<file path="src/hw/rtl/pcpe_pkg.sv">
// pcpe_pkg: widths, codes, row and result types and saturation helpers
// for the piecewise cubic profile evaluator; depends on nothing
package pcpe_pkg;

  localparam int VAL_W         = 48;
  localparam int IDX_W         = 6;
  localparam int CFG_W         = 7;
  localparam int STAT_W        = 2;
  localparam int OP_W          = VAL_W + 1;
  localparam int HALF_W        = (OP_W + 1) / 2;
  localparam int PROD_W        = 4 * HALF_W;
  localparam int ROW_W         = 6 * VAL_W;
  localparam int MAX_NODES_DEF = 64;
  localparam int FRAC_BITS_DEF = 32;
  localparam int CFG_RESET     = 2;

  // binary32 mantissa of one sixth, weight 2^-26
  localparam logic [23:0] SIXTH_MANT = 24'd11184811;

  localparam logic [STAT_W-1:0] STAT_OK    = 2'd0;
  localparam logic [STAT_W-1:0] STAT_HINT  = 2'd1;
  localparam logic [STAT_W-1:0] STAT_SPEED = 2'd2;
  localparam logic [STAT_W-1:0] STAT_LOAD  = 2'd3;

  localparam logic ACT_LOAD  = 1'b0;
  localparam logic ACT_QUERY = 1'b1;

  localparam logic signed [VAL_W-1:0] VMAX = {1'b0, {(VAL_W-1){1'b1}}};
  localparam logic signed [VAL_W-1:0] VMIN = {1'b1, {(VAL_W-1){1'b0}}};

  typedef struct packed {
    logic signed [VAL_W-1:0] depth;
    logic signed [VAL_W-1:0] value;
    logic signed [VAL_W-1:0] slope;
    logic signed [VAL_W-1:0] bend;
    logic signed [VAL_W-1:0] third;
    logic signed [VAL_W-1:0] density;
  } row_t;

  typedef struct packed {
    logic                    ov;
    logic signed [VAL_W-1:0] v;
  } sat_t;

  typedef struct packed {
    logic                    done;
    logic                    neg;
    logic                    ov;
    logic signed [VAL_W-1:0] q;
    logic [PROD_W-1:0]       mag;
  } mul_res_t;

  // clamp a 49-bit sum into the 48-bit range
  function automatic sat_t sat_fit(input logic signed [VAL_W:0] s);
    sat_t r;
    if (s[VAL_W] != s[VAL_W-1]) begin
      r.ov = 1'b1;
      r.v  = s[VAL_W] ? VMIN : VMAX;
    end else begin
      r.ov = 1'b0;
      r.v  = s[VAL_W-1:0];
    end
    return r;
  endfunction

  function automatic sat_t sat_add(input logic signed [VAL_W-1:0] a,
                                   input logic signed [VAL_W-1:0] b);
    logic signed [VAL_W:0] s;
    s = {a[VAL_W-1], a} + {b[VAL_W-1], b};
    return sat_fit(s);
  endfunction

  // signed value from magnitude and sign, saturated
  function automatic sat_t sat_mag(input logic [PROD_W-1:0] m, input logic neg);
    sat_t r;
    r.ov = 1'b0;
    if (neg) begin
      if (m > (PROD_W'(1) << (VAL_W - 1))) begin
        r.ov = 1'b1;
        r.v  = VMIN;
      end else begin
        r.v = -$signed(m[VAL_W-1:0]);
      end
    end else begin
      if (m > PROD_W'(VMAX)) begin
        r.ov = 1'b1;
        r.v  = VMAX;
      end else begin
        r.v = $signed(m[VAL_W-1:0]);
      end
    end
    return r;
  endfunction

endpackage

</file>
<file path="src/hw/rtl/pcpe_div.sv">
// pcpe_div: restoring divider, two quotient bits per cycle
// depends on pcpe_pkg
module pcpe_div (
  input  logic                       clk,
  input  logic                       rst,
  input  logic                       start,
  input  logic [pcpe_pkg::PROD_W-1:0] num,
  input  logic [pcpe_pkg::OP_W-1:0]   den_in,
  output logic                       busy,
  output logic [pcpe_pkg::PROD_W-1:0] quot
);
  import pcpe_pkg::*;

  localparam int STEPS = 2;
  localparam int ITER  = PROD_W / STEPS;
  localparam int CNT_W = $clog2(ITER + 1);
  localparam int REM_W = OP_W + 1;

  logic [PROD_W-1:0] num_sh, n_nx, q_nx;
  logic [OP_W-1:0]   den;
  logic [REM_W-1:0]  rem, r_nx;
  logic [CNT_W-1:0]  cnt;

  always_comb begin
    r_nx = rem;
    n_nx = num_sh;
    q_nx = quot;
    for (int k = 0; k < STEPS; k++) begin
      r_nx = {r_nx[REM_W-2:0], n_nx[PROD_W-1]};
      n_nx = {n_nx[PROD_W-2:0], 1'b0};
      q_nx = {q_nx[PROD_W-2:0], 1'b0};
      if (r_nx >= {1'b0, den}) begin
        r_nx    = r_nx - {1'b0, den};
        q_nx[0] = 1'b1;
      end
    end
  end

  always_ff @(posedge clk) begin
    if (rst) begin
      busy <= 1'b0;
      cnt  <= '0;
    end else if (start) begin
      busy   <= 1'b1;
      cnt    <= CNT_W'(ITER);
      rem    <= '0;
      quot   <= '0;
      num_sh <= num;
      den    <= den_in;
    end else if (busy) begin
      rem    <= r_nx;
      num_sh <= n_nx;
      quot   <= q_nx;
      cnt    <= cnt - CNT_W'(1);
      if (cnt == CNT_W'(1)) begin
        busy <= 1'b0;
      end
    end
  end
endmodule

</file>
<file path="config.mk">
export PLATFORM = sky130hd
export DESIGN_NAME = pcpe_div
export DESIGN_NICKNAME = d
export VERILOG_FILES = /design/src/hw/rtl/pcpe_pkg.sv /design/src/hw/rtl/pcpe_div.sv
export SDC_FILE = /design/constraint.sdc
export NUM_CORES = 1
export LEC_CHECK = 0
export BUFFER_PORTS_ARGS = -buffer_cell sky130_fd_sc_hd__buf_2
export CORE_MARGIN = 2
export CORE_UTILIZATION = 50
export CTS_BUF_LIST = sky130_fd_sc_hd__clkbuf_16
export DETAILED_ROUTE_END_ITERATION = 12
export GPL_TIMING_DRIVEN = 0
export PLACE_DENSITY = 0.82
export REMOVE_ABC_BUFFERS = 1
export SLEW_MARGIN = 0
export SYNTH_ARGS = -nofsm -noshare
export SYNTH_HDL_FRONTEND = slang
export SYNTH_SLANG_ARGS = --single-unit
</file>
<file path="constraint.sdc">
create_clock -name clk -period 18.2 [get_ports clk]
set_clock_uncertainty 0.1 [all_clocks]
set_input_delay 2.73 -clock clk [delete_from_list [all_inputs] [get_ports clk]]
set_output_delay 2.73 -clock clk [all_outputs]
set_load 0.1 [all_outputs]
</file>
==> metrics.md <==
| Metric | Value |
|---|---|
| Outcome | complete, no violations |
| Largest family of logic cells by synthesized area | compound AO/OA/AOI/OAI gates |
| Overflow left after global routing | 0 |
| Initial core utilization | 50.9% |
| GRT Util Overall | 24.0% |
| Max clock buf depth | 3 |
| Final Hold Fails | 0 |
| CTS tree | yes |
| Final period util | 46.0% |
| Initial antenna violation count | 11 |
| Via count | 14314 |
| Setup tns final | 0 ps |
| Critical path arrival | 8630 ps |
| CTS buffer count | 36 |
| Row count | 71 |
| Post-detailed-placement half-perimeter wirelength | 36400 um |
| Syn_area_per_cell | 10.8 sq um |
| Main synth FF type | edfxtp_1 |
| Mapped Cells | 1786 |
| Min-Delay Startpoint | num_sh[93]$_DFFE_PP_ |
| Fin nets | 2166 |
| Yosys top cell area share | 46.4% |
| Cell taking the most area after synthesis | edfxtp_1 |
| DRC viols | 0 |
| 1st-pass router iterations | 7 |
| Post-cts resize count | 0 |
| Worst hold stages | 1 |
| Crit path kind | reg2reg |
| Crit-path max FO | 30 |
| Vias in the first global route | 14101 |
| Routed len/inst | 19.9 um |
| Reg clk slew, reported paths | 60 ps |
| Post-synth top cells | edfxtp_1, a21oi_1, mux2_2, nand2_1, nor2b_1 |
| Clk root buf | clkbuf_16 |
| Adder-cell share of the synthesized area | 6.70% |
| Fmax | 120 MHz |
| RePlAce Congestion | 0.917 |
| Final setup vio count | 0 |
| Worst Tran Pin Value | 1370 ps |
| Mux cell area share after synthesis | 8.14% |
| Global-route wire length before repair | 76800 um |
| Seq/Total Area, Yosys | 47.2% |
| Worst skew pair latency | 560 ps |
| Syn Std Cell Area | 19300 sq um |
| DIE AREA | 40100 sq um |
| Area of the core | 37800 sq um |
| Antenna-violating nets left | 0 |
| Buffers on Ports | 252 |
| DP Worst Slack | 9930 ps |
| Max cap viols | 0 |
| Met2 Routed Length | 22700 um |
| # Post-CTS Setup Buffers | 0 |
| Synth Area in Simple Gates | 12.5% |
| Die Y | 200 um |
| Post-synth EDFFs | 298 |
| H-Tree Depth | 2 |
| Worst EP required | 18460 ps |
| Initial drt markers | 1099 |
| Drt via density | 5.84 |
| Path depth of the worst reg2reg path | 24 |
| Met1 WL | 20200 um |
| # fillers | 3212 |
| RSZ-0062 raised after global routing | no |
| Minimum clock period | 8370 ps |
| Ratio of cells with drive above 1 in the final layout | 24.1% |
| I/O pins | 253 |
| Critical Path Source | num_sh[99]$_DFFE_PP_ |
| Type of the tightest min-delay check | reg2reg |
| Setup ws final | 9830 ps |
| CP Capture Type | register |
| Xor/xnor share of the synthesized area | 3.91% |
| DR top layer | met5 |
| Pins Over Slew Limit | 0 |
| TritonCTS Sinks | 305 |
| Synth Warn # | 0 |
| Distinct cells, synth | 89 |
| Count leader, synth | edfxtp_1 |
| Area delta synth->final | 12.1% |
| Synth area leaders | edfxtp_1, mux2_2, ha_1 |
| Pin count of the biggest net entering global routing | 149 |
| Synth Area in Compound Gates | 14.3% |
| Met3 WL post-DR | 4540 um |
| Reg2reg start | num_sh[99]$_DFFE_PP_ |
| Final design utilization | 57.1% |
| Chip width | 200 um |
| WL final | 48900 um |
| CTS Hold Bufs | 0 |
| CP Launch Type | register |
| Slew headroom | 8.44% |
| Asr flop ratio synth | 0% |
| FF+latch count, synth | 305 |
per-stage QoR:
step	area, sq um	cells	hold WS, ps
4_1_cts	21600	2450	448
5_1_grt	21600	2450	459
2_1_floorplan	18200	1609	425
6_report	21600	2453	441
3_3_place_gp	20100	2372	427
3_5_place_dp	20400	2385	435
critical path, cell delays in order (launching register included):
cell and delay [ps]:
edfxtp_1 360, inv_1 80, ha_1 180, inv_1 60, fa_1 420, a211oi_1 340, nor3_1 140, o21ai_0 370
nand4_1 220, a211oi_1 620, o31a_2 350, o21ai_4 250, buf_16 290, mux2_1 360, ha_1 390, a21o_1 250
a21oi_1 170, nor2_1 70, o41ai_1 590, a211oi_1 240, o311a_1 420, o21ai_1 290, and2_1 1100, nand3_1 210
o32ai_1 270
cells in the final DEF (no fill, tap or decap), types with 10 or more instances in the layout:
master and n:
nand2_1 116, xnor2_1 55, a21o_1 45, nor2_1 75, clkinv_1 10, or3_1 11, mux2_2 127, edfxtp_1 298
a31oi_1 10, clkbuf_16 37, xor2_1 31, nand4_1 28, and2_1 12, a21oi_1 145, nor2b_1 105, ha_1 100
inv_1 90, o21bai_1 18, o21ai_0 67, a211oi_1 29, nor3_1 22, buf_2 251, o21a_1 29, nand3_1 59
per-layer routing:
metal  global-route usage [%]  up-vias
met5                        0        -
met4                     7.72       16
met3                     6.22      102
met2                     39.0      672
met1                     31.4     6777
li1                         -     6747
kinds of logic after synthesis:
kind of cell / count (synthesis)
AOI/OAI and AO/OA: 422
and+or+nand+nor: 470
muxes: 140
buffers and inverters: 261
adders and majority gates: 102
DFF: 305
xor gates and xnor gates: 86
final timing paths:
check,slack (ps),end
setup / recovery,9830,rem[46]$_SDFFCE_PP0P_
hold / removal,440,num_sh[95]$_DFFE_PP_
setup reg to reg,9830,rem[46]$_SDFFCE_PP0P_
hold reg to reg,440,num_sh[95]$_DFFE_PP_
flip-flops by register name, summed over array words and instances, names as in the netlist:
signal / cells
num_sh: 100
rem: 49
busy: 1
quot: 100
cnt: 6
den: 49
final cells by class:
type	instances	area (sq um)	share of cell area, %
sequential	305	9090	42.1
multi-input combinational	1220	8800	40.7
timing repair buffer	265	1590	7.37
clock buffer	37	926	4.28
tap	511	639	2.96
inverter	84	315	1.46
clock inverter	28	236	1.09
antenna	3	7.51	0.0347
Power is left out: the tool's default activity adds up to more than one toggle a clock period on the data nets, which glitch-free logic cannot reach.
