[src/hw/rtl/pcpe_pkg.sv]
// pcpe_pkg: widths, codes, row and result types and saturation helpers
// for the piecewise cubic profile evaluator; depends on nothing
package pcpe_pkg;

  localparam int VAL_W         = 48;
  localparam int IDX_W         = 6;
  localparam int CFG_W         = 7;
  localparam int STAT_W        = 2;
  localparam int OP_W          = VAL_W + 1;
  localparam int HALF_W        = (OP_W + 1) / 2;
  localparam int PROD_W        = 4 * HALF_W;
  localparam int ROW_W         = 6 * VAL_W;
  localparam int MAX_NODES_DEF = 64;
  localparam int FRAC_BITS_DEF = 32;
  localparam int CFG_RESET     = 2;

  // binary32 mantissa of one sixth, weight 2^-26
  localparam logic [23:0] SIXTH_MANT = 24'd11184811;

  localparam logic [STAT_W-1:0] STAT_OK    = 2'd0;
  localparam logic [STAT_W-1:0] STAT_HINT  = 2'd1;
  localparam logic [STAT_W-1:0] STAT_SPEED = 2'd2;
  localparam logic [STAT_W-1:0] STAT_LOAD  = 2'd3;

  localparam logic ACT_LOAD  = 1'b0;
  localparam logic ACT_QUERY = 1'b1;

  localparam logic signed [VAL_W-1:0] VMAX = {1'b0, {(VAL_W-1){1'b1}}};
  localparam logic signed [VAL_W-1:0] VMIN = {1'b1, {(VAL_W-1){1'b0}}};

  typedef struct packed {
    logic signed [VAL_W-1:0] depth;
    logic signed [VAL_W-1:0] value;
    logic signed [VAL_W-1:0] slope;
    logic signed [VAL_W-1:0] bend;
    logic signed [VAL_W-1:0] third;
    logic signed [VAL_W-1:0] density;
  } row_t;

  typedef struct packed {
    logic                    ov;
    logic signed [VAL_W-1:0] v;
  } sat_t;

  typedef struct packed {
    logic                    done;
    logic                    neg;
    logic                    ov;
    logic signed [VAL_W-1:0] q;
    logic [PROD_W-1:0]       mag;
  } mul_res_t;

  // clamp a 49-bit sum into the 48-bit range
  function automatic sat_t sat_fit(input logic signed [VAL_W:0] s);
    sat_t r;
    if (s[VAL_W] != s[VAL_W-1]) begin
      r.ov = 1'b1;
      r.v  = s[VAL_W] ? VMIN : VMAX;
    end else begin
      r.ov = 1'b0;
      r.v  = s[VAL_W-1:0];
    end
    return r;
  endfunction

  function automatic sat_t sat_add(input logic signed [VAL_W-1:0] a,
                                   input logic signed [VAL_W-1:0] b);
    logic signed [VAL_W:0] s;
    s = {a[VAL_W-1], a} + {b[VAL_W-1], b};
    return sat_fit(s);
  endfunction

  // signed value from magnitude and sign, saturated
  function automatic sat_t sat_mag(input logic [PROD_W-1:0] m, input logic neg);
    sat_t r;
    r.ov = 1'b0;
    if (neg) begin
      if (m > (PROD_W'(1) << (VAL_W - 1))) begin
        r.ov = 1'b1;
        r.v  = VMIN;
      end else begin
        r.v = -$signed(m[VAL_W-1:0]);
      end
    end else begin
      if (m > PROD_W'(VMAX)) begin
        r.ov = 1'b1;
        r.v  = VMAX;
      end else begin
        r.v = $signed(m[VAL_W-1:0]);
      end
    end
    return r;
  endfunction

endpackage

[src/hw/rtl/pcpe_qmul.sv]
// pcpe_qmul: sequential fixed-point multiplier, four 25x25 partial products
// then round, shift and saturate; depends on pcpe_pkg
module pcpe_qmul #(
  parameter int FRACTION_BITS = pcpe_pkg::FRAC_BITS_DEF
) (
  input  logic                          clk,
  input  logic                          rst,
  input  logic                          start,
  input  logic signed [pcpe_pkg::OP_W-1:0] a,
  input  logic signed [pcpe_pkg::OP_W-1:0] b,
  output pcpe_pkg::mul_res_t            res
);
  import pcpe_pkg::*;

  localparam logic [PROD_W-1:0] RND = PROD_W'(1) << (FRACTION_BITS - 1);

  logic [2*HALF_W-1:0] am, bm;
  logic [HALF_W-1:0]   ah, bh;
  logic [2*HALF_W-1:0] pp;
  logic [PROD_W-1:0]   pp_sh, acc, rnd;
  logic [2:0]          step;
  logic                busy, neg, done, ov;
  logic signed [VAL_W-1:0] q;
  sat_t                fin;

  always_comb begin
    ah  = step[0] ? am[2*HALF_W-1:HALF_W] : am[HALF_W-1:0];
    bh  = step[1] ? bm[2*HALF_W-1:HALF_W] : bm[HALF_W-1:0];
    pp  = ah * bh;
    case ({1'b0, step[0]} + {1'b0, step[1]})
      2'd0:    pp_sh = PROD_W'(pp);
      2'd1:    pp_sh = PROD_W'(pp) << HALF_W;
      default: pp_sh = PROD_W'(pp) << (2 * HALF_W);
    endcase
    rnd = (acc + RND) >> FRACTION_BITS;
    fin = sat_mag(rnd, neg);
  end

  always_ff @(posedge clk) begin
    if (rst) begin
      busy <= 1'b0;
      done <= 1'b0;
      step <= '0;
    end else begin
      done <= 1'b0;
      if (start) begin
        am   <= (2*HALF_W)'(a[OP_W-1] ? -a : a);
        bm   <= (2*HALF_W)'(b[OP_W-1] ? -b : b);
        neg  <= a[OP_W-1] ^ b[OP_W-1];
        acc  <= '0;
        step <= '0;
        busy <= 1'b1;
      end else if (busy) begin
        if (step != 3'd4) begin
          acc  <= acc + pp_sh;
          step <= step + 3'd1;
        end else begin
          q    <= fin.v;
          ov   <= fin.ov;
          done <= 1'b1;
          busy <= 1'b0;
        end
      end
    end
  end

  assign res = '{done: done, neg: neg, ov: ov, q: q, mag: acc};
endmodule

[config.mk]
export PLATFORM = sky130hd
export DESIGN_NAME = pcpe_qmul
export DESIGN_NICKNAME = d
export VERILOG_FILES = /design/src/hw/rtl/pcpe_pkg.sv /design/src/hw/rtl/pcpe_qmul.sv
export SDC_FILE = /design/constraint.sdc
export NUM_CORES = 2
export LEC_CHECK = 0
export BUFFER_PORTS_ARGS = -buffer_cell sky130_fd_sc_hd__buf_2
export CORE_MARGIN = 1.5
export CORE_UTILIZATION = 55
export CTS_CLUSTER_SIZE = 8
export DETAILED_ROUTE_END_ITERATION = 6
export PLACE_DENSITY_LB_ADDON = 0.15
export SLEW_MARGIN = 40
export SYNTH_ARGS = -nofsm -noshare
export SYNTH_HDL_FRONTEND = slang
export SYNTH_SLANG_ARGS = --single-unit
[constraint.sdc]
create_clock -name clk -period 22.5 [get_ports clk]
set_input_delay 1.125 -clock clk [delete_from_list [all_inputs] [get_ports clk]]
set_output_delay 1.125 -clock clk [all_outputs]
set_load 0.02 [all_outputs]
==> results.md <==
- The number of library cell types mapped by synthesis is 98.
- For this run, asynchronously set or reset flops after synthesis account for 0%.
- The count of filler cells inserted in the layout is 6,772.
- The clock-pin slew of the registers on the worst-case setup and hold paths is 0.05 ns.
- The fraction of met3 tracks used by global routing is 10.56%.
- The class of the most critical hold timing path is flip-flop to flip-flop.
- CTS built an H-tree with a depth of 2.
- The number of antenna-violating nets in the routed design is 0.
- Among all flip-flop cells after synthesis, the most frequent one is sky130_fd_sc_hd__edfxtp_1.
- In the final layout, the share of cells above drive strength 1 is 10.32%.
- The number of remaining DRC errors is 1.
- The setup-violating endpoint count in the final report is 0.
- Leaving out fill and tap cells, the most frequent cell in the layout is sky130_fd_sc_hd__inv_1.
- The number of standard-cell rows in the floorplan is 100.
- By instance count, the cell type seen most on the critical path is sky130_fd_sc_hd__fa_1.
- The most crowded layer after global routing is met1.
- The worst clock skew is 0.02656 ns.
- The setup path with the least slack is of type flip-flop to flip-flop.
- The clock net in this run drives a total of 255 sinks.
- The number of vias after detailed routing is 36,410.
- Based on the critical path, the design can be clocked at up to 0.07934 GHz.
- Measured along the x axis, the die boundary spans 278.0 µm.
- The worst pin sits at a relative slew slack of 36.62%.
- The run finished, with violations left.
- In this run the deepest clock path goes through 3 buffers.
- The count of endpoints failing hold in the final timing report is 0.
- The global-route usage over all layers is 36.22%.
- The cell sitting at the root of the clock tree is a sky130_fd_sc_hd__clkbuf_16.
- After synthesis the netlist holds a flip-flop and latch count of 255.
- In this run the post-CTS setup repair buffer count came out at 0.
- The largest net degree at the start of global routing is 82.
- Summed over all nets, the half-perimeter wirelength after detailed placement is 113,200 µm.
- The total number of yosys warnings is 0.
- The share of the clock period used by the worst path is 56.01%.
- The later pin in the worst-skew pair is clocked with a latency of 0.58 ns.
- The worst setup path is launched from a flip-flop.
- The final reports fail on design-rule violations.
- Input and output buffers added on the ports amount to 251.
- The critical path capture point type is a flip-flop.
- The count of boundary I/O pins is 252.
- The first global-routing pass estimated 212,600 µm of wire.
- The sequential cells in the finished layout cover a total of 7610 µm².
- Setup total negative slack on the finished layout was measured at 0 ns.
- The top fanout value on the critical path is 53.
- The total clock buffers created by CTS is 39.
- The via count of the first global-routing pass came to 35,260.
- Compared with the post-synthesis result, the final layout area differs by 7.991%.
- Synthesis produced a netlist whose cell count is 4,796.
- In the layout the commonest cells are 682 x sky130_fd_sc_hd__inv_1, 575 x sky130_fd_sc_hd__nor2_1, 531 x sky130_fd_sc_hd__nand2_1.
- The area of the mapped netlist is 41,600 µm².
- The detailed-route wire length is 141,200 µm.
- A synthesized cell averages 8.675 µm².
- The average vias per placed instance is 6.160.
- The area of the core is 74,700 µm².
- The routed design could run at a clock period as short as 12.60 ns.
- For this design, the slowest cell found on the critical path is sky130_fd_sc_hd__a221oi_1.
- The initial antenna violation count came to 5.
- The CTS tree is built.
- The share of synthesized area occupied by flip-flops and latches is 18.29%.
- The initial cell density of the core is 55.70%.
- Summed over all layers, the global routing overflow is 0.
- The antenna diode count is 0.
- The utilization of the core after routing is 60.15%.
- The number of detailed-route iterations in the first pass is 7.
- The critical path data arrival time is 12.92 ns.
- Across the run, the number of max-cap violations was 0.
- The hold buffer count at CTS is 0.
- Dividing the detail-routed wire length by the instance count gives 23.89 µm.
- The routability-driven placement congestion ratio is 1.003.
- The total die area is 77,300 µm².
- Setup repair after global routing left no endpoint under its margin.
- Measured along the y axis, the die boundary spans 278.0 µm.
- The detailed router's first-iteration violation count is 4,030.
- The number of max-slew violations in the final report is 0.
- In the global route stage, met2 resource usage came out at 51.18%.
- The largest single stage delay on the critical path is 0.70 ns.
- At the end of the flow, the number of nets in the layout was 5,846.
- The footprint of the multi-input gates is 30,710 µm².
- For the worst setup path, the data required time is 22.82 ns.
- The count of cells resized by post-cts repair is 0.
- For this run, global-route usage on met1 was measured as 52.11%.
- The number of enable flip-flop cells after synthesis is 250.
- The transition at the pin with the smallest max-transition slack is 0.9439 ns.
synthesized netlist by cell type, types with 17 or more instances:
| master | instances | area (µm²) |
|---|---|---|
| sky130_fd_sc_hd__inv_1 | 683 | 2564 |
| sky130_fd_sc_hd__nor2_1 | 576 | 2162 |
| sky130_fd_sc_hd__nand2_1 | 532 | 1997 |
| sky130_fd_sc_hd__fa_1 | 527 | 10550 |
| sky130_fd_sc_hd__ha_1 | 291 | 3641 |
| sky130_fd_sc_hd__edfxtp_1 | 250 | 7507 |
| sky130_fd_sc_hd__a21oi_1 | 212 | 1061 |
| sky130_fd_sc_hd__clkbuf_1 | 194 | 728.2 |
| sky130_fd_sc_hd__xnor2_1 | 193 | 1690 |
| sky130_fd_sc_hd__o21ai_0 | 168 | 840.8 |
| sky130_fd_sc_hd__xor2_1 | 89 | 779.5 |
| sky130_fd_sc_hd__nand3_1 | 85 | 425.4 |
| sky130_fd_sc_hd__a21o_1 | 77 | 578.1 |
| sky130_fd_sc_hd__nor3_1 | 77 | 385.4 |
| sky130_fd_sc_hd__nand4_1 | 66 | 412.9 |
| sky130_fd_sc_hd__mux2_2 | 57 | 641.9 |
| sky130_fd_sc_hd__mux2i_1 | 52 | 520.5 |
| sky130_fd_sc_hd__and2_1 | 49 | 306.5 |
| sky130_fd_sc_hd__nor2b_1 | 35 | 219.0 |
| sky130_fd_sc_hd__nor4_1 | 35 | 219.0 |
| sky130_fd_sc_hd__o31ai_1 | 34 | 255.2 |
| sky130_fd_sc_hd__o21bai_1 | 33 | 247.7 |
| sky130_fd_sc_hd__a211oi_1 | 31 | 232.7 |
| sky130_fd_sc_hd__a31oi_1 | 28 | 175.2 |
| sky130_fd_sc_hd__and3_1 | 28 | 175.2 |
| sky130_fd_sc_hd__nand2b_1 | 28 | 175.2 |
| sky130_fd_sc_hd__or3_1 | 28 | 175.2 |
| sky130_fd_sc_hd__o21a_1 | 26 | 195.2 |
| sky130_fd_sc_hd__or4_1 | 26 | 195.2 |
| sky130_fd_sc_hd__or2_2 | 25 | 156.4 |
| sky130_fd_sc_hd__o22ai_1 | 17 | 106.4 |
worst paths after layout:
kind                               from      end  slack [ns]  cells past startpoint
worst min register to register  step[2]  step[2]        0.60                      2
worst max-delay path            step[0]  acc[95]        9.90                     39
worst max register to register  step[0]  acc[95]        9.90                     39
worst min-delay path            step[2]  step[2]        0.60                      2
cell type report:
cell class / instances / share of cell area, %
flip-flops and latches: 255 / 16.94
repair buffers: 309 / 3.829
multi-input cells: 3638 / 68.35
inverters: 684 / 5.715
well taps: 969 / 2.699
clock inverters: 7 / 0.2172
clock buffers: 49 / 2.256
routing by layer:
layer / up-vias / part of all wire [%] / wire (µm)
li1: 16210 / - / -
met1: 17850 / 42 / 59460
met2: 1976 / 41 / 58240
met3: 372 / 12 / 17070
met4: 4 / 4.5 / 6420
met5: - / 0.016 / 23
cells by family (layout without fill, tap and decap cells):
family	after synthesis	in the layout	synth area share [%]
AOI/OAI and AO/OA	780	780	12.38
xor gates and xnor gates	282	282	5.937
adders and majority gates	818	818	34.11
buffers and inverters	904	1049	8.270
DFF	255	255	18.29
muxes	111	111	2.857
other	1	2	0.009014
and+or+nand+nor	1645	1645	18.15
worst max-delay path, delay by kind of cell (launching register included):
kind / cells / cell delay [ns]
fa+ha+maj: 9 / 4.32
xor+xnor: 1 / 0.65
compound gates: 11 / 3.15
buf+inv: 6 / 1.17
mux: 2 / 0.87
flops: 1 / 0.31
simple gates: 10 / 1.80
flip-flops by register name (all words and copies together), names as in the netlist:
signal,count
am,50
acc,100
q,48
ov,1
neg,1
busy,1
done,1
bm,50
step,3
metrics by stage:
step	hold WS [ns]	instance area, µm²	setup WS (ns)	cells
2_1_floorplan	0.4599	41610	11.72	4797
3_3_place_gp	0.5651	43710	10.18	5851
3_5_place_dp	0.5650	43790	10.25	5854
4_1_cts	0.5833	44900	10.21	5910
5_1_grt	0.6323	44930	9.384	5911
6_report	0.5959	44930	9.897	5911
Power is left out: the tool's default activity adds up to more than one toggle a clock period on the data nets, which glitch-free logic cannot reach.
