**src/hw/rtl/pcpe_ram.sv**
```systemverilog
// pcpe_ram: generic single-write, single-read ram with registered read data
// no dependencies
module pcpe_ram #(
  parameter int WIDTH = 8,
  parameter int DEPTH = 64
) (
  input  logic                     clk,
  input  logic                     we,
  input  logic [$clog2(DEPTH)-1:0] waddr,
  input  logic [WIDTH-1:0]         wdata,
  input  logic [$clog2(DEPTH)-1:0] raddr,
  output logic [WIDTH-1:0]         rdata
);
  logic [WIDTH-1:0] mem [DEPTH];

  always_ff @(posedge clk) begin
    if (we) begin
      mem[waddr] <= wdata;
    end
    rdata <= mem[raddr];
  end
endmodule

```
**config.mk**
```make
export PLATFORM = sky130hd
export DESIGN_NAME = pcpe_ram
export DESIGN_NICKNAME = d
export VERILOG_FILES = /design/src/hw/rtl/pcpe_ram.sv
export SDC_FILE = /design/constraint.sdc
export NUM_CORES = 1
export LEC_CHECK = 0
export BUFFER_PORTS_ARGS = -buffer_cell sky130_fd_sc_hd__buf_4
export CAP_MARGIN = 40
export CORE_MARGIN = 8
export CORE_UTILIZATION = 48
export DETAILED_ROUTE_END_ITERATION = 8
export GPL_TIMING_DRIVEN = 1
export HOLD_SLACK_MARGIN = 0.02
export PLACE_DENSITY = 0.66
export SYNTH_ARGS = -nofsm -noshare
export SYNTH_HDL_FRONTEND = slang
export SYNTH_SLANG_ARGS = --single-unit
```
**constraint.sdc**
```tcl
create_clock -name clk -period 2.28 [get_ports clk]
set_clock_uncertainty 0.15 [all_clocks]
set_input_delay 0.342 -clock clk [delete_from_list [all_inputs] [get_ports clk]]
set_output_delay 0.342 -clock clk [all_outputs]
set_load 0.03 [all_outputs]
```
==> results of run 1 <==
## layout by cell type (no fill, tap or decap), types with 3 or more instances in the layout
cell	count
o2111ai_1	3
nand3_1	13
a22oi_1	3
edfxtp_1	512
nand2_1	19
nand2b_1	7
buf_4	156
nor3_1	7
mux4_2	126
a211oi_1	4
clkbuf_16	53
o22ai_1	8
buf_12	8
nand3b_1	3
clkinv_2	7
nor2_1	83
clkbuf_1	16
a221oi_1	6
clkinv_1	6
mux2_2	13
mux2i_1	23
clkbuf_8	7
o221ai_1	8
o2bb2ai_1	3
dfxtp_1	8
a21oi_1	3
nor2b_1	14
## path summary, 6_finish.rpt
kind	start	end	slack (ns)	depth (start not counted)
min reg2reg	mem[31][6]	rdata[6]	0.69	3
min	wdata[1]	mem[47][1]	0.17	1
max reg2reg	mem[11][2]	rdata[2]	0.12	5
max	raddr[0]	rdata[7]	0.11	6
## logic make-up after synthesis
kind of cell           count (synthesis)  share of synthesized area [%]
muxes                                162                           15.9
AOI/OAI and AO/OA                     54                           2.07
and+or+nand+nor                      153                           3.39
DFF                                  520                           77.0
buffers and inverters                 51                           1.57
## power groups by stage
stage               Sequential, W  Clock [W]  Combinational [W]
CTS                        0.0106    0.00810            0.00110
detailed placement         0.0108          0            0.00110
global placement           0.0108          0            0.00108
finish                     0.0106    0.00794            0.00108
global route               0.0106    0.00843            0.00116
floorplan                  0.0108          0           0.000564
## registers in the layout (all words and copies together), names as in the netlist
name and flops:
mem 512, rdata 8
## per-layer routing
metal | GRT usage (%) | wire [um] | vias to the layer above | share of wire [%]
met5 | 0 | 24 | - | 0.055
met4 | 7.12 | 1420 | 4 | 3.2
met3 | 3.57 | 2820 | 89 | 6.4
met2 | 29.2 | 21300 | 317 | 48
met1 | 24.4 | 18500 | 5213 | 42
li1 | - | - | 4261 | -
## critical path: stages
cell and delay [ns]:
clkbuf_8 0.24, buf_12 0.28, mux4_2 0.55, mux4_2 0.51, o21ai_0 0.41, nand2_1 0.10
## cell type report
| class | count | share of cell area, % |
|---|---|---|
| Clock inverter | 15 | 0.501 |
| Sequential cell | 520 | 66.2 |
| Timing Repair Buffer | 166 | 5.77 |
| Multi-Input combinational cell | 369 | 18.4 |
| Clock buffer | 75 | 6.26 |
| Tap cell | 539 | 2.87 |
## metrics by stage
step / cells / utilization, % / power, W / worst slack (ns) / setup TNS, ns
after floorplan: 940 / - / 0.0114 / 0.120 / 0
after detailed placement: 1593 / 52.5 / 0.0119 / -0.491 / -2.57
after CTS: 1684 / 56.3 / 0.0198 / 0.128 / 0
after global routing: 1684 / 56.3 / 0.0202 / 0.0700 / 0
final: 1684 / 56.3 / 0.0196 / 0.108 / 0
after global placement: 1593 / 52.5 / 0.0119 / -0.446 / -2.32
==> summary.txt, run 1 <==
Logic synthesis
  • Dominant cells by area after synthesis: edfxtp_1 (76%), mux4_2 (14%), nor2_1 (1.5%), mux2i_1 (1.1%), dfxtp_1 (0.79%)
  • Synth cell types: 40
  • Warnings from Yosys: 0
  • Most common library cells after synthesis: edfxtp_1 (512), mux4_2 (126), nor2_1 (83)
  • Synth Instances: 940
  • Ys async rst share: 0%
  • Synth Register Bits: 520
  • Post-Synthesis Cell Area: 20,200 sq um
  • Net Count, Synth: 962
  • Primary FF master, synth: edfxtp_1
  • Post-synth top area cell: edfxtp_1
  • Post-synth EDFFs: 512
  • Synth Area per Inst: 21.5 sq um
  • Yosys top cell area share: 76.2%
  • Most common cell in the netlist: edfxtp_1
  • Sequential cell area fraction in the yosys report: 77.0%

Floorplan
  • Starting Density: 48.4%
  • DIE HEIGHT: 221 um
  • Die Footprint: 48,800 sq um
  • Floorplan row count: 75
  • # IOs: 30
  • Core footprint: 41,700 sq um
  • Die width: 221 um

CTS
  • Clock buffer count from CTS: 51
  • Clock Tree Buf Depth: 3
  • Post-CTS setup buffers: 0
  • CTS tree: built
  • CTS sink cnt: 520
  • Clock Tree Root: clkbuf_16
  • Clk_lat worst skew: 0.58 ns
  • H-tree Lvls: 2
  • Clock slew at reported path FFs: 0.06 ns
  • Hold_buf cts: 1
  • Post-cts sizing count: 0

Route
  • DRT Wirelength: 44.0 mm
  • Vias per cell: 5.87
  • Via count: 9,884
  • DR iter-0 viols: 834
  • Average routed wire per standard cell: 26.1 um
  • DR pass1 iterations: 5
  • # DRC: 0
  • Routed Antenna Nets: 0

Placed design
  • RD Place Congestion: 0.774
  • Post-DP Area: 21,900 sq um
  • Port Buffers: 29
  • Hpwl dp: 27.3 mm

Worst setup path
  • Worst Setup Start Kind: input port
  • Worst Path Required: 2.58 ns
  • Crit path DAT: 2.47 ns
  • CP max FO: 27
  • CP endpoint kind: flop
  • WS Path Type: in2reg

Global routing
  • Initial antenna violation count: 2
  • Largest net degree at the start of global routing: 65
  • Total global-route track usage: 18.2%
  • Vias in the first global route: 10,300
  • First-pass GRT wire length: 66.3 mm
  • Total grt overflow: 0

Power and ir drop
  • Clock share of power: 40.4%
  • Switching share of power: 20.1%
  • Part of the power in combinational logic: 5.5%
  • Flop pwr share: 54.0%
  • Power density cells: 837 nW/um^2
  • Leakage: 7.61 nW
  • Power Internal: 0.0157 W
  • VDD IR max: 0.565 mV
  • P_sw: 0.00396 W

Final layout
  • Diode count: 0
  • Cell area after layout: 23,500 sq um
  • NumNets Final: 1,130
  • Fillers: 3,125
  • Area Growth Syn to Fin: 16.4%
  • Multi-input gate area: 4320 sq um
  • FF+latch area: 15,500 sq um
  • Share of cells above drive strength 1: 32.7%

STA
  • Pins over their slew limit: 0
  • Tcrit/Tclk final: 95.3%
  • Slew HR: 53.5%
  • Final setup fails: 0
  • Hold Fails Final Rpt: 0
  • Hold_ws: 0.171 ns
  • Final Critical Period: 2.17 ns
  • Worst Tran Pin Value: 0.697 ns
  • RSZ-0062 raised after global routing: false
  • Fmax: 460 MHz

Status
  • Status: complete, no violations

Hold path
  • Worst hold path class: in2reg

Run
  • MaxCap Viol Count: 0
(Power assumes the default switching activity.)
==> run 2: changes to the inputs <==
Settings changed: REMOVE_ABC_BUFFERS from default to 1.
==> summary.txt, run 2 (synthesized netlist as in run 1, its figures left out) <==
Status
  • Status: complete, no violations (unchanged)

STA
  • RSZ-0062 raised after global routing: false (unchanged)
  • Hold Fails Final Rpt: 0 (unchanged)
  • Worst Tran Pin Value: 0.732 ns (was 0.697 ns)
  • Pins over their slew limit: 0 (unchanged)
  • Slew HR: 51.2% (was 53.5%)
  • Fmax: 467 MHz (was 460 MHz)
  • Final setup fails: 0 (unchanged)
  • Tcrit/Tclk final: 94.0% (was 95.3%)
  • Final Critical Period: 2.14 ns (was 2.17 ns)
  • Final Worst Setup Slack: 0.137 ns (was 0.108 ns)

Worst setup path
  • Worst Setup Start Kind: flop (was input port)
  • WS Path Type: reg2reg (was in2reg)
  • CP endpoint kind: flop (unchanged)
  • Worst Path Required: 2.60 ns (was 2.58 ns)
  • Crit path DAT: 2.47 ns (about the same)
  • CP max FO: 1 (was 27)

Global routing
  • First-pass GRT wire length: 68.6 mm (was 66.3 mm)
  • Total grt overflow: 0 (unchanged)
  • Initial antenna violation count: 0 (was 2)
  • Largest net degree at the start of global routing: 65 (unchanged)
  • Total global-route track usage: 18.8% (was 18.2%)
  • Vias in the first global route: 10,400 (was 10,300)

Floorplan
  • DIE HEIGHT: 221 um (unchanged)
  • Core footprint: 41,700 sq um (unchanged)
  • Starting Density: 48.4% (unchanged)
  • Die Footprint: 48,800 sq um (unchanged)
  • Floorplan row count: 75 (unchanged)
  • Die width: 221 um (unchanged)
  • # IOs: 30 (unchanged)

Final layout
  • Diode count: 0 (unchanged)
  • Largest regs: mem x512, rdata x8 (unchanged)
  • Largest register by flop count: mem (unchanged)
  • Commonest non-fill, non-tap cell in the layout: edfxtp_1 (unchanged)
  • Fillers: 3,138 (was 3,125)
  • Area Growth Syn to Fin: 16.7% (was 16.4%)
  • NumNets Final: 1,125 (was 1,130)
  • FF+latch area: 15,500 sq um (unchanged)
  • Max FFs per register: 512 (unchanged)
  • Most frequent cells in the layout: edfxtp_1 (512), buf_4 (150), mux4_2 (126) (was edfxtp_1 (512), buf_4 (156), mux4_2 (126))
  • Multi-input gate area: 4320 sq um (unchanged)
  • Share of cells above drive strength 1: 32.7% (about the same)

Power and ir drop
  • Flop pwr share: 52.5% (was 54.0%)
  • Power Internal: 0.0161 W (was 0.0157 W)
  • VDD IR max: 0.591 mV (was 0.565 mV)
  • Switching share of power: 20.6% (was 20.1%)
  • Total chip power: 0.0202 W (was 0.0196 W)
  • Leakage: 7.63 nW (was 7.61 nW)
  • Part of the power in combinational logic: 5.4% (was 5.5%)
  • Power density cells: 859 nW/um^2 (was 837 nW/um^2)
  • Clock share of power: 42.0% (was 40.4%)
  • P_sw: 0.00417 W (was 0.00396 W)

Hold path
  • Worst hold path class: in2reg (unchanged)

CTS
  • CTS tree: built (unchanged)
  • Post-CTS setup buffers: 0 (unchanged)
  • Clock Tree Buf Depth: 3 (unchanged)
  • CTS sink cnt: 520 (unchanged)
  • Clk_lat worst skew: 0.59 ns (was 0.58 ns)
  • Clock buffer count from CTS: 52 (was 51)
  • Clock Tree Root: clkbuf_16 (unchanged)
  • H-tree Lvls: 2 (unchanged)
  • Hold_buf cts: 1 (unchanged)
  • Post-cts sizing count: 0 (unchanged)
  • Clock slew at reported path FFs: 0.06 ns (about the same)

Placed design
  • RD Place Congestion: 0.834 (was 0.774)
  • Hpwl dp: 28.9 mm (was 27.3 mm)
  • DP Worst Slack: -0.304 ns (was -0.491 ns)
  • Port Buffers: 29 (unchanged)

Route
  • Vias per cell: 5.95 (was 5.87)
  • Routed Antenna Nets: 0 (unchanged)
  • DRT Wirelength: 45.9 mm (was 44.0 mm)
  • Via count: 10,000 (was 9,884)
  • DR pass1 iterations: 5 (unchanged)
  • # DRC: 0 (unchanged)
  • Average routed wire per standard cell: 27.3 um (was 26.1 um)
  • DR iter-0 viols: 966 (was 834)

Run
  • MaxCap Viol Count: 0 (unchanged)
[run 2: final timing paths]
kind | startpoint | endpoint | slack (ns) | cells after the start
setup reg to reg | mem[21][4] | rdata[4] | 0.14 | 6
setup / recovery | mem[21][4] | rdata[4] | 0.14 | 6
hold reg to reg | mem[31][4] | rdata[4] | 0.66 | 3
hold / removal | waddr[1] | mem[51][3] | 0.14 | 3
[run 2: stage by stage]
step / TNS (ns) / hold slack (ns) / util (%) / instances / cell area (sq um)
finish: 0 / 0.143 / 56.5 / 1683 / 23500
detailed placement: -1.89 / 0.554 / 52.4 / 1587 / 21800
global placement: -1.80 / 0.542 / 52.4 / 1587 / 21800
global route: 0 / 0.145 / 56.5 / 1683 / 23500
CTS: 0 / 0.110 / 56.5 / 1683 / 23500
floorplan: 0 / 0.291 / - / 889 / 19900
[run 2: routing by layer]
layer  share of wire [%]  track usage (%)
met3                 6.9             3.04
met2                  48             29.9
met5                   0                0
met1                  43             26.4
met4                 2.6             6.11
[run 2: final cells by class]
type	count	area share, %
multi-input combinational	369	18.3
clock buffer	68	6.00
clock inverter	27	1.22
sequential	520	66.0
tap	539	2.87
timing repair buffer	160	5.57
[run 2: power by group through the flow]
stage | clock network (W) | registers [W] | logic (W)
3_3_place_gp | 0 | 0.0108 | 0.00109
4_1_cts | 0.00865 | 0.0106 | 0.00112
6_report | 0.00850 | 0.0106 | 0.00110
3_5_place_dp | 0 | 0.0108 | 0.00111
5_1_grt | 0.00899 | 0.0106 | 0.00117
2_1_floorplan | 0 | 0.0108 | 0.000410
[run 2: critical path, stage by stage (launching register included)]
cell and delay [ns]:
edfxtp_1 0.37, mux4_2 0.53, mux2_2 0.28, o221a_2 0.28, nor3_1 0.20, buf_4 0.15
o32ai_1 0.07
==> run 3: changes to the inputs <==
Settings changed: ABC_AREA from default to 1, CTS_CLUSTER_SIZE from default to 14.
==> summary.txt, run 3 <==
STA
  • RSZ-0062 raised after global routing: false (unchanged)
  • Hold Fails Final Rpt: 0 (unchanged)
  • Fmax: 568 MHz (was 467 MHz)
  • Slew HR: 46.0% (was 51.2%)
  • Pins over their slew limit: 0 (unchanged)
  • Worst Tran Pin Value: 0.809 ns (was 0.732 ns)
  • Tcrit/Tclk final: 77.3% (was 94.0%)
  • Final setup fails: 0 (unchanged)
  • Final Critical Period: 1.76 ns (was 2.14 ns)
  • Final Worst Setup Slack: 0.518 ns (was 0.137 ns)

CTS
  • Post-CTS setup buffers: 0 (unchanged)
  • H-tree Lvls: 2 (unchanged)
  • Clk_lat worst skew: 0.60 ns (was 0.59 ns)
  • CTS sink cnt: 520 (unchanged)
  • CTS tree: built (unchanged)
  • Clock Tree Root: clkbuf_16 (unchanged)
  • Post-cts sizing count: 0 (unchanged)
  • Clock buffer count from CTS: 50 (was 52)
  • Clock slew at reported path FFs: 0.06 ns (about the same)
  • Clock Tree Buf Depth: 3 (unchanged)

Hold path
  • Worst hold path class: in2reg (unchanged)

Placed design
  • Port Buffers: 29 (unchanged)
  • Post-DP Area: 22,800 sq um (was 21,800 sq um)
  • RD Place Congestion: 0.869 (was 0.834)
  • Hpwl dp: 33.6 mm (was 28.9 mm)
  • DP Worst Slack: 0.222 ns (was -0.304 ns)
  • Dpl cells: 2,442 (was 1,587)

Logic synthesis
  • Post-synth EDFFs: 512 (unchanged)
  • Warnings from Yosys: 0 (unchanged)
  • Area share of xor/xnor cells in the synthesized design: 0% (unchanged)
  • Dominant cells by area after synthesis: edfxtp_1 (72%), nand2_1 (11%), nand3_1 (10%), buf_6 (1.8%), nor2_1 (0.99%) (was edfxtp_1 (76%), mux4_2 (14%), nor2_1 (1.5%), mux2i_1 (1.1%), dfxtp_1 (0.79%))
  • Synth Instances: 1,805 (was 940)
  • Most common library cells after synthesis: nand2_1 (648), edfxtp_1 (512), nand3_1 (439) (was edfxtp_1 (512), mux4_2 (126), nor2_1 (83))
  • Synth cell types: 16 (was 40)
  • Ys async rst share: 0% (unchanged)
  • Synth Register Bits: 520 (unchanged)
  • Largest family of logic cells by synthesized area: simple AND/OR/NAND/NOR gates (was multiplexers)
  • Most common cell in the netlist: nand2_1 (was edfxtp_1)
  • Synth Area in Adders: 0% (unchanged)
  • Yosys top cell area share: 72.0% (was 76.2%)
  • Multiplexer share of the synthesized area: 0% (was 15.9%)
  • Post-Synthesis Cell Area: 21,300 sq um (was 20,200 sq um)
  • Simple-Gate Fraction of Synth Area: 23.2% (was 3.39%)
  • Primary FF master, synth: edfxtp_1 (unchanged)
  • Post-synthesis compound-gate area fraction: 0% (was 2.07%)
  • Sequential cell area fraction in the yosys report: 72.8% (was 77.0%)
  • Synth Area per Inst: 11.8 sq um (was 21.5 sq um)
  • Post-synth top area cell: edfxtp_1 (unchanged)

Global routing
  • Largest net degree at the start of global routing: 80 (was 65)
  • Total grt overflow: 0 (unchanged)
  • Total global-route track usage: 21.1% (was 18.8%)
  • Vias in the first global route: 13,700 (was 10,400)
  • First-pass GRT wire length: 82.3 mm (was 68.6 mm)
  • Initial antenna violation count: 1 (was 0)

Final layout
  • Most frequent cells in the layout: nand2_1 (648), edfxtp_1 (512), nand3_1 (439) (was edfxtp_1 (512), buf_4 (150), mux4_2 (126))
  • Largest regs: mem x512, rdata x8 (unchanged)
  • NumNets Final: 1,926 (was 1,125)
  • Fillers: 3,601 (was 3,138)
  • Cell area after layout: 24,400 sq um (was 23,500 sq um)
  • Area Growth Syn to Fin: 14.3% (was 16.7%)
  • Commonest non-fill, non-tap cell in the layout: nand2_1 (was edfxtp_1)
  • Max FFs per register: 512 (unchanged)
  • Largest register by flop count: mem (unchanged)
  • FF+latch area: 15,500 sq um (unchanged)
  • Diode count: 0 (unchanged)
  • Multi-input gate area: 4950 sq um (was 4320 sq um)
  • Core Util, Final: 55.4% (was 56.5%)
  • Non-Filler Instances: 2,536 (was 1,683)
  • Share of cells above drive strength 1: 12.0% (was 32.7%)

Route
  • Via count: 14,000 (was 10,000)
  • DRT Wirelength: 53.7 mm (was 45.9 mm)
  • Average routed wire per standard cell: 21.2 um (was 27.3 um)
  • DR pass1 iterations: 6 (was 5)
  • DR iter-0 viols: 1,493 (was 966)
  • # DRC: 0 (unchanged)
  • Routed Antenna Nets: 0 (unchanged)
  • Vias per cell: 5.52 (was 5.95)

Worst setup path
  • Crit-path max cell delay: 0.45 ns (was 0.53 ns)
  • Worst path bufs/invs: 1 (unchanged)
  • CP endpoint kind: output port (was flop)
  • Crit path max-delay family: flip-flops (was multiplexers)
  • Crit path DAT: 1.27 ns (was 2.47 ns)
  • Worst Setup Start Kind: flop (unchanged)
  • WS Path Type: reg2out (was reg2reg)
  • Critical-path cell list: buf_4 (was mux4_2 > mux2_2 > o221a_2 > nor3_1 > buf_4 > o32ai_1)
  • Slowest-stage cell, CP: dfxtp_1 (was mux4_2)
  • Worst Path Required: 1.79 ns (was 2.60 ns)
  • CP max FO: 1 (unchanged)

Floorplan
  • Starting Density: 48.5% (was 48.4%)
  • Die Footprint: 51,500 sq um (was 48,800 sq um)
  • # IOs: 30 (unchanged)
  • Floorplan row count: 77 (was 75)
  • Die width: 227 um (was 221 um)
  • Core footprint: 44,000 sq um (was 41,700 sq um)
  • DIE HEIGHT: 227 um (was 221 um)

Run
  • MaxCap Viol Count: 0 (unchanged)

Power and ir drop
  • Leakage: 8.96 nW (was 7.63 nW)
  • VDD IR max: 0.483 mV (was 0.591 mV)
  • Power density cells: 818 nW/um^2 (was 859 nW/um^2)

Status
  • Status: complete, no violations (unchanged)
run 3: changes by cell type after synthesis, sizes merged, moves of 14 or more:
cell | previous run | this run
nor2 | 83 | 56
nand2 | 19 | 648
nand3 | 13 | 439
mux4 | 126 | 0
nor2b | 14 | 0
mux2i | 23 | 0
buf | 34 | 98
run 3: repair_timing:
item / in CTS / in global routing
endpoints found under the setup margin: 0 / 0
hold endpoints to repair: 22 / 0
hold buffers: 2 / 0
run 3: final timing paths:
| kind | startpoint | to | slack [ns] | cells past startpoint |
|---|---|---|---|---|
| max | rdata[4] | rdata[4] | 0.52 | 1 |
| min reg2reg | mem[0][4] | rdata[4] | 0.65 | 8 |
| max reg2reg | mem[50][4] | rdata[4] | 0.82 | 8 |
| min | raddr[3] | rdata[6] | 0.06 | 5 |
run 3: final cells by class:
type	count	area share (%)
Multi-Input combinational cell	1160	20.3
Sequential cell	520	63.7
Clock buffer	59	5.35
Tap cell	592	3.04
Clock inverter	33	1.05
Inverter	12	0.215
Timing Repair Buffer	160	6.40
run 3: power by group:
part           total, W  internal [W]  switching, W
Clock           0.00795       0.00453       0.00342
Sequential       0.0106        0.0106     0.0000445
Combinational   0.00139      0.000414      0.000972
Total            0.0200        0.0155       0.00444
run 3: logic make-up (layout without fill, tap and decap cells):
family | Yosys count | after routing
buf+inv | 125 | 264
flops | 520 | 520
simple gates | 1160 | 1160
run 3: stage by stage:
stage               power, W  hold slack (ns)  setup TNS (ns)
floorplan             0.0114            0.291           -5.77
global placement      0.0122            0.487               0
detailed placement    0.0122            0.500               0
CTS                   0.0201           0.0284               0
global route          0.0205           0.0702               0
finish                0.0200           0.0593               0
run 3: metal layers:
layer  GRT usage, %  share of wire (%)  vias up  wire length (um)
li1               -                  -     6546                 -
met1           30.5                 44     6786             23500
met2           32.5                 46      597             24500
met3           4.05                8.5       77              4590
met4           5.56                2.0        0              1090
met5              0                  0        -                 0
